===== src/rtl/hss_pkg.sv =====
// shared types, constants and helpers of the helmholtz stencil smoother
package hss_pkg;

   localparam int EDGE      = 8;
   localparam int FRAC_BITS = 16;
   localparam int SIDE      = EDGE + 2;
   localparam int PLANE     = SIDE * SIDE;
   localparam int WIN_DEPTH = 2 * PLANE + 1;
   localparam int MEM_AW    = $clog2(WIN_DEPTH);
   localparam int CW        = $clog2(SIDE);
   localparam int ACC_W     = 64 - FRAC_BITS + 3;
   localparam int NUM_TAPS  = 6;
   localparam int NUM_STEPS = 9;
   localparam logic signed [31:0] K_CONST = 32'(((8 << FRAC_BITS) + 5) / 10);

   // ages of the stored taps, read in this order
   localparam int TAP_CTR  = 0;  // center point, PLANE items back
   localparam int TAP_XM   = 1;
   localparam int TAP_XP   = 2;
   localparam int TAP_YM   = 3;
   localparam int TAP_YP   = 4;
   localparam int TAP_ZP   = 5;
   localparam logic [MEM_AW-1:0] TAP_AGE [NUM_TAPS] = '{
      MEM_AW'(PLANE), MEM_AW'(PLANE - 1), MEM_AW'(PLANE + 1),
      MEM_AW'(PLANE - SIDE), MEM_AW'(PLANE + SIDE), MEM_AW'(2 * PLANE)};

   // arithmetic steps of the shared multiplier
   localparam logic [3:0] STEP_FX_NEW = 4'd0;
   localparam logic [3:0] STEP_FX_OLD = 4'd1;
   localparam logic [3:0] STEP_FY_NEW = 4'd2;
   localparam logic [3:0] STEP_FY_OLD = 4'd3;
   localparam logic [3:0] STEP_FZ_NEW = 4'd4;
   localparam logic [3:0] STEP_FZ_OLD = 4'd5;
   localparam logic [3:0] STEP_KS     = 4'd6;
   localparam logic [3:0] STEP_ALPHA  = 4'd7;
   localparam logic [3:0] STEP_RELAX  = 4'd8;

   typedef struct packed {
      logic signed [31:0] rhs;
      logic signed [31:0] relax;
      logic signed [31:0] beta_z;
      logic signed [31:0] beta_y;
      logic signed [31:0] beta_x;
      logic signed [31:0] alpha;
      logic signed [31:0] phi;
   } point_type;

   typedef struct packed {
      logic       rd_en;
      logic [2:0] rd_sel;
      logic       cap_en;
      logic [2:0] cap_sel;
      logic       op_load;
      logic       mul_en;
      logic       consume;
      logic [3:0] step;
      logic       out_load;
   } cmd_type;

   typedef struct packed {
      logic has_res;
      logic upd;
      logic out_free;
   } status_type;

   function automatic logic signed [31:0] sat32(input logic signed [63:0] v);
      if (v > 64'sh7FFF_FFFF) begin
         return 32'sh7FFF_FFFF;
      end else if (v < -64'sh8000_0000) begin
         return 32'sh8000_0000;
      end
      return v[31:0];
   endfunction

endpackage


===== src/rtl/hss_ctrl.sv =====
// sequencer of the smoother: tap reads, multiplier steps and result hand-off
module hss_ctrl (
   input  logic                clock,
   input  logic                reset,
   input  logic                accept,
   input  hss_pkg::status_type status,
   output logic                ready,
   output hss_pkg::cmd_type    cmd
);
   import hss_pkg::*;

   typedef enum logic [1:0] {S_IDLE, S_READ, S_MUL, S_OUT} state_type;

   state_type  state_ff, state_in;
   logic [2:0] cnt_ff, cnt_in;
   logic [3:0] step_ff, step_in;
   logic [1:0] phase_ff, phase_in;

   always_comb begin
      state_in = state_ff;
      cnt_in   = cnt_ff;
      step_in  = step_ff;
      phase_in = phase_ff;
      cmd      = '0;
      cmd.step = step_ff;
      unique case (state_ff)
         S_IDLE: begin
            if (accept && status.has_res) begin
               state_in = S_READ;
               cnt_in   = '0;
            end
         end
         S_READ: begin
            cmd.rd_en   = (cnt_ff < 3'(NUM_TAPS));
            cmd.rd_sel  = cnt_ff;
            cmd.cap_en  = (cnt_ff != 3'd0);
            cmd.cap_sel = cnt_ff - 3'd1;
            cnt_in      = cnt_ff + 3'd1;
            if (cnt_ff == 3'(NUM_TAPS)) begin
               state_in = status.upd ? S_MUL : S_OUT;
               step_in  = '0;
               phase_in = '0;
            end
         end
         S_MUL: begin
            cmd.op_load = (phase_ff == 2'd0);
            cmd.mul_en  = (phase_ff == 2'd1);
            cmd.consume = (phase_ff == 2'd2);
            phase_in    = (phase_ff == 2'd2) ? 2'd0 : phase_ff + 2'd1;
            if (phase_ff == 2'd2) begin
               step_in = step_ff + 4'd1;
               if (step_ff == 4'(NUM_STEPS - 1)) begin
                  state_in = S_OUT;
               end
            end
         end
         S_OUT: begin
            if (status.out_free) begin
               cmd.out_load = 1'b1;
               state_in     = S_IDLE;
            end
         end
         default: state_in = S_IDLE;
      endcase
   end

   assign ready = (state_ff == S_IDLE);

   always_ff @(posedge clock) begin
      if (reset) begin
         state_ff <= S_IDLE;
         cnt_ff   <= '0;
         step_ff  <= '0;
         phase_ff <= '0;
      end else begin
         state_ff <= state_in;
         cnt_ff   <= cnt_in;
         step_ff  <= step_in;
         phase_ff <= phase_in;
      end
   end

`ifndef ASSERT_OFF
   a_mul_only_update: assert property (@(posedge clock) disable iff (reset)
      (state_ff == S_MUL) |-> status.upd) else $error("multiply pass on pass-through point");
   a_no_accept_busy: assert property (@(posedge clock) disable iff (reset)
      accept |-> (state_ff == S_IDLE)) else $error("item accepted while busy");
   a_read_done: assert property (@(posedge clock) disable iff (reset)
      (state_ff == S_READ && cnt_ff == 3'(NUM_TAPS)) |=> (state_ff != S_READ))
      else $error("read sequence overran");
`endif

endmodule


===== config.mk =====
export PLATFORM = sky130hd
export DESIGN_NAME = hss_ctrl
export DESIGN_NICKNAME = d
export VERILOG_FILES = /design/src/rtl/hss_pkg.sv /design/src/rtl/hss_ctrl.sv
export SDC_FILE = /design/constraint.sdc
export NUM_CORES = 1
export LEC_CHECK = 0
export BUFFER_PORTS_ARGS = -buffer_cell sky130_fd_sc_hd__buf_2
export CORE_AREA = 2 2 41 58
export CTS_CLUSTER_SIZE = 28
export DETAILED_ROUTE_END_ITERATION = 7
export DIE_AREA = 0 0 43 60
export SLEW_MARGIN = 20
export SYNTH_ARGS = -nofsm -noshare
export SYNTH_HDL_FRONTEND = slang
export SYNTH_SLANG_ARGS = --single-unit
export TNS_END_PERCENT = 50

===== constraint.sdc =====
create_clock -name clock -period 2 [get_ports clock]
set_input_delay 0.2 -clock clock [delete_from_list [all_inputs] [get_ports clock]]
set_output_delay 0.2 -clock clock [all_outputs]
set_load 0.1 [all_outputs]

==> flow_summary.yaml <==
logic_synthesis:
  synthDistinctLibCells: 36
  synth-warning-count: 0
  postSynthRegisterBits: 11
  synthAdderAreaFrac: 0.1587
  postSynthNetCount: 108
  synth.avg_cell_area_sq_um: 8.568
  postSynthCellCount: 92
  synth.area.mux_share: 0.01270
  synth_top_family_by_area: "compound AO/OA/AOI/OAI gates"
  yosys_most_used_dff: "sky130_fd_sc_hd__dfxtp_1"
  synth.cell_area_sq_um: 788.3
  complex_gate_fraction_of_the_synthesized_area: 0.2556
  count_of_flip_flops_with_a_built_in_enable_after_synthesis: 0
  post_synthesis_simple_gate_area_fraction: 0.2111
  yosysSeqAreaShare: 0.2794
  synthXorXnorAreaFrac: 0.01111
  async_reset_ff_frac: 0
floorplanning:
  fp.dieH_um: 60
  die_w_um: 43
  fp-row-count: 20
  core_area_sq_mm: 0.002102
  io-pin-count: 23
  dieArea_sq_mm: 0.002580
  floorplan.initialDensity: 0.3750
grt:
  grt_use_total: 0.1440
  gr-total-overflow: 0
  first_global_vias: 641
  grt_antenna_before_repair: 0
  pin_count_of_the_biggest_net_entering_global_routing: 17
  grt_pass1_wl_um: 2766
setup_path:
  timing.critical_path.buf_inv: 2
  start_kind: "flip-flop"
  largest_stage_delay_worst_path_ns: 0.46
  r2r-start: "state_ff[1]"
  critical_path.max_fanout: 6
  critical_path.slowest_cell: "sky130_fd_sc_hd__dfxtp_1"
  critical_path_arrival_ns: 1.68
  crit-reg2reg-capture: "step_ff[3]"
  regToRegSetupSlack_ns: 0.36
  cp_capture_type: "primary output"
  path_cells: "inv_1 -> ha_1 -> xor2_1 -> and2_1 -> buf_2"
  crit_required_ns: 1.80
  cp_top_family: "buffers and inverters"
  r2r.worst_path.cells: 6
  path_class: "flip-flop to primary output"
sta:
  timing.hold.ws_ns: 0.2528
  hold_violations: 0
  rsz0062_at_grt: "false"
  worst_slew_pin_slew_ns: 0.4862
  final_max_slew_viol_count: 0
  setup_viol_count_final: 0
  max_freq_mhz: 531.4
  final.period_utilization: 0.9409
  slew_headroom: 0.6781
  finalCriticalPeriod_ns: 1.882
  fin_worst_skew_ns: 0.0004818
routing:
  drt_pass1_iterations: 4
  drt_wl_total_um: 1669
  final_antenna_net_count: 0
  post-route-drc-count: 0
  post_drt_via_cell_ratio: 5.226
  drt-initial-drc-count: 16
  detailroute.via_count: 716
  routed_wire_length_per_instance_um: 12.18
placement:
  port-buffer-count: 22
  final_replace_weighted_congestion: 0.7746
  place_hpwl_um: 1295
cts:
  cts.repair_timing.setup_buffer_count: 0
  ctsHtreeMaxLevel: 1
  post_cts.resized_instances: 2
  cts_made_buffers: 3
  cts_max_path_buffers: 2
  hold_bufs_inserted_after_cts: 0
  clkSinkCount: 11
  clock_tree_from_tritoncts: "yes"
  clk_pin_slew_worst_paths_ns: 0.07
  clkLatencyLatePin_ns: 0.26
  clock-root-buffer: "sky130_fd_sc_hd__clkbuf_4"
cells_and_area:
  layout.nets: 132
  num_antenna_cells: 0
  synthToLayoutAreaGrowth_pct: 23.65
  drive_gt1_frac: 0.3217
flow_run:
  cap_violations: 0
worst_hold_path:
  timing.hold.worst.start: "reset"
  whs_endpoint: "phase_ff[1]"
  worst_hold_path_cells: 2
  hold_path_class: "input pin to flip-flop"
run_status:
  status: "complete, no violations"
sequential cells by signal (all words and copies together), names as in the netlist:
name,flops
phase_ff,2
cnt_ff,3
step_ff,4
state_ff,2
cell type report:
class	count	area (sq um)
Timing Repair Buffer	22	115.1
Inverter	11	41.29
Fill cell	212	1127
Clock buffer	4	26.28
Sequential cell	11	220.2
Tap cell	22	27.53
Multi-Input combinational cell	67	544.3
cell usage after synthesis (2+ instances only):
cell,number,area share
sky130_fd_sc_hd__dfxtp_1,11,0.28
sky130_fd_sc_hd__ha_1,10,0.16
sky130_fd_sc_hd__inv_1,10,0.048
sky130_fd_sc_hd__nor2_1,8,0.038
sky130_fd_sc_hd__a21oi_1,5,0.032
sky130_fd_sc_hd__and2_1,5,0.040
sky130_fd_sc_hd__o21ai_0,4,0.025
sky130_fd_sc_hd__a22oi_1,3,0.029
sky130_fd_sc_hd__nand2_1,3,0.014
sky130_fd_sc_hd__a21boi_0,2,0.019
sky130_fd_sc_hd__and3_1,2,0.016
sky130_fd_sc_hd__and3b_1,2,0.022
sky130_fd_sc_hd__clkbuf_1,2,0.0095
sky130_fd_sc_hd__nor2b_1,2,0.016
sky130_fd_sc_hd__or3_1,2,0.016
cells by family after synthesis:
logic type | after synthesis
XOR/XNOR | 1
multiplexers | 1
flip-flops | 11
adder cells (fa/ha/maj) | 10
AO/OA/AOI/OAI | 25
buffers and inverters | 14
AND/OR/NAND/NOR | 30
metal layers:
| layer | track usage | up-vias | part of all wire |
|---|---|---|---|
| li1 | - | 367 | - |
| met1 | 0.1494 | 329 | 0.42 |
| met2 | 0.2684 | 18 | 0.53 |
| met3 | 0.01813 | 2 | 0.040 |
| met4 | 0.09091 | 0 | 0.0096 |
| met5 | 0 | - | 0 |
metrics by stage:
step | worst slack, ns | util | setup TNS, ns | area, sq um | std cells
2_1_floorplan | -0.4390 | - | -0.7755 | 818.3 | 92
3_3_place_gp | 0.2985 | 0.4476 | 0 | 940.9 | 133
3_5_place_dp | 0.2461 | 0.4476 | 0 | 940.9 | 133
4_1_cts | 0.01905 | 0.4625 | 0 | 972.2 | 137
5_1_grt | 0.001168 | 0.4637 | 0 | 974.7 | 137
6_report | 0.1183 | 0.4637 | 0 | 974.7 | 137
worst register-to-register path, delay by kind of cell (launching register included):
| kind | cells | cell delay (ns) |
|---|---|---|
| compound gates | 2 | 0.25 |
| simple gates | 2 | 0.56 |
| fa+ha+maj | 1 | 0.33 |
| buf+inv | 1 | 0.12 |
| flops | 1 | 0.33 |
how the worst max path moves through the flow:
stage	start	endpoint	slack (ns)	cells after the start
after detailed placement	state_ff[1]	step_ff[3]	0.25	6
after global routing	state_ff[0]	cmd[6]	0.001	5
after global placement	state_ff[0]	state_ff[1]	0.30	5
final	cnt_ff[1]	cmd[10]	0.12	5
after CTS	state_ff[1]	cmd[10]	0.02	4
after floorplan	state_ff[1]	cmd[9]	-0.44	4
placed cells by master (no fill, tap or decap):
| cell type | synthesis | layout |
|---|---|---|
| sky130_fd_sc_hd__buf_2 | 0 | 20 |
| sky130_fd_sc_hd__dfxtp_1 | 11 | 11 |
| sky130_fd_sc_hd__inv_1 | 10 | 10 |
| sky130_fd_sc_hd__ha_1 | 10 | 9 |
| sky130_fd_sc_hd__nor2_1 | 8 | 8 |
| sky130_fd_sc_hd__and2_1 | 5 | 5 |
| sky130_fd_sc_hd__a21oi_1 | 5 | 5 |
| sky130_fd_sc_hd__o21ai_0 | 4 | 4 |
| sky130_fd_sc_hd__nand2_1 | 3 | 3 |
| sky130_fd_sc_hd__a22oi_1 | 3 | 3 |
| sky130_fd_sc_hd__clkbuf_4 | 0 | 3 |
| sky130_fd_sc_hd__nor2b_1 | 2 | 2 |
| sky130_fd_sc_hd__a21boi_2 | 0 | 2 |
| sky130_fd_sc_hd__and3b_1 | 2 | 2 |
| sky130_fd_sc_hd__or3_1 | 2 | 2 |
| sky130_fd_sc_hd__and3_1 | 2 | 2 |
| sky130_fd_sc_hd__buf_4 | 1 | 2 |
| sky130_fd_sc_hd__inv_2 | 1 | 1 |
| sky130_fd_sc_hd__nor3_4 | 0 | 1 |
| sky130_fd_sc_hd__nor3b_4 | 0 | 1 |
| sky130_fd_sc_hd__xor2_1 | 1 | 1 |
| sky130_fd_sc_hd__a21bo_4 | 1 | 1 |
| sky130_fd_sc_hd__or2_1 | 1 | 1 |
| sky130_fd_sc_hd__and2b_1 | 1 | 1 |
| sky130_fd_sc_hd__o21a_1 | 1 | 1 |
| sky130_fd_sc_hd__a21bo_2 | 1 | 1 |
| sky130_fd_sc_hd__o221a_2 | 1 | 1 |
| sky130_fd_sc_hd__o22ai_1 | 1 | 1 |
| sky130_fd_sc_hd__a311oi_1 | 1 | 1 |
| sky130_fd_sc_hd__a32oi_1 | 1 | 1 |
| sky130_fd_sc_hd__o211ai_4 | 1 | 1 |
| sky130_fd_sc_hd__a41o_2 | 1 | 1 |
| sky130_fd_sc_hd__and2_2 | 1 | 1 |
| sky130_fd_sc_hd__mux2i_1 | 1 | 1 |
| sky130_fd_sc_hd__a211oi_1 | 1 | 1 |
| sky130_fd_sc_hd__a41o_1 | 1 | 1 |
| sky130_fd_sc_hd__nand3_1 | 1 | 1 |
| sky130_fd_sc_hd__ha_2 | 0 | 1 |
| sky130_fd_sc_hd__clkbuf_1 | 2 | 1 |
Power is not shown: default switching activity piles up to over one toggle a cycle in this logic, so the estimate is an artifact.
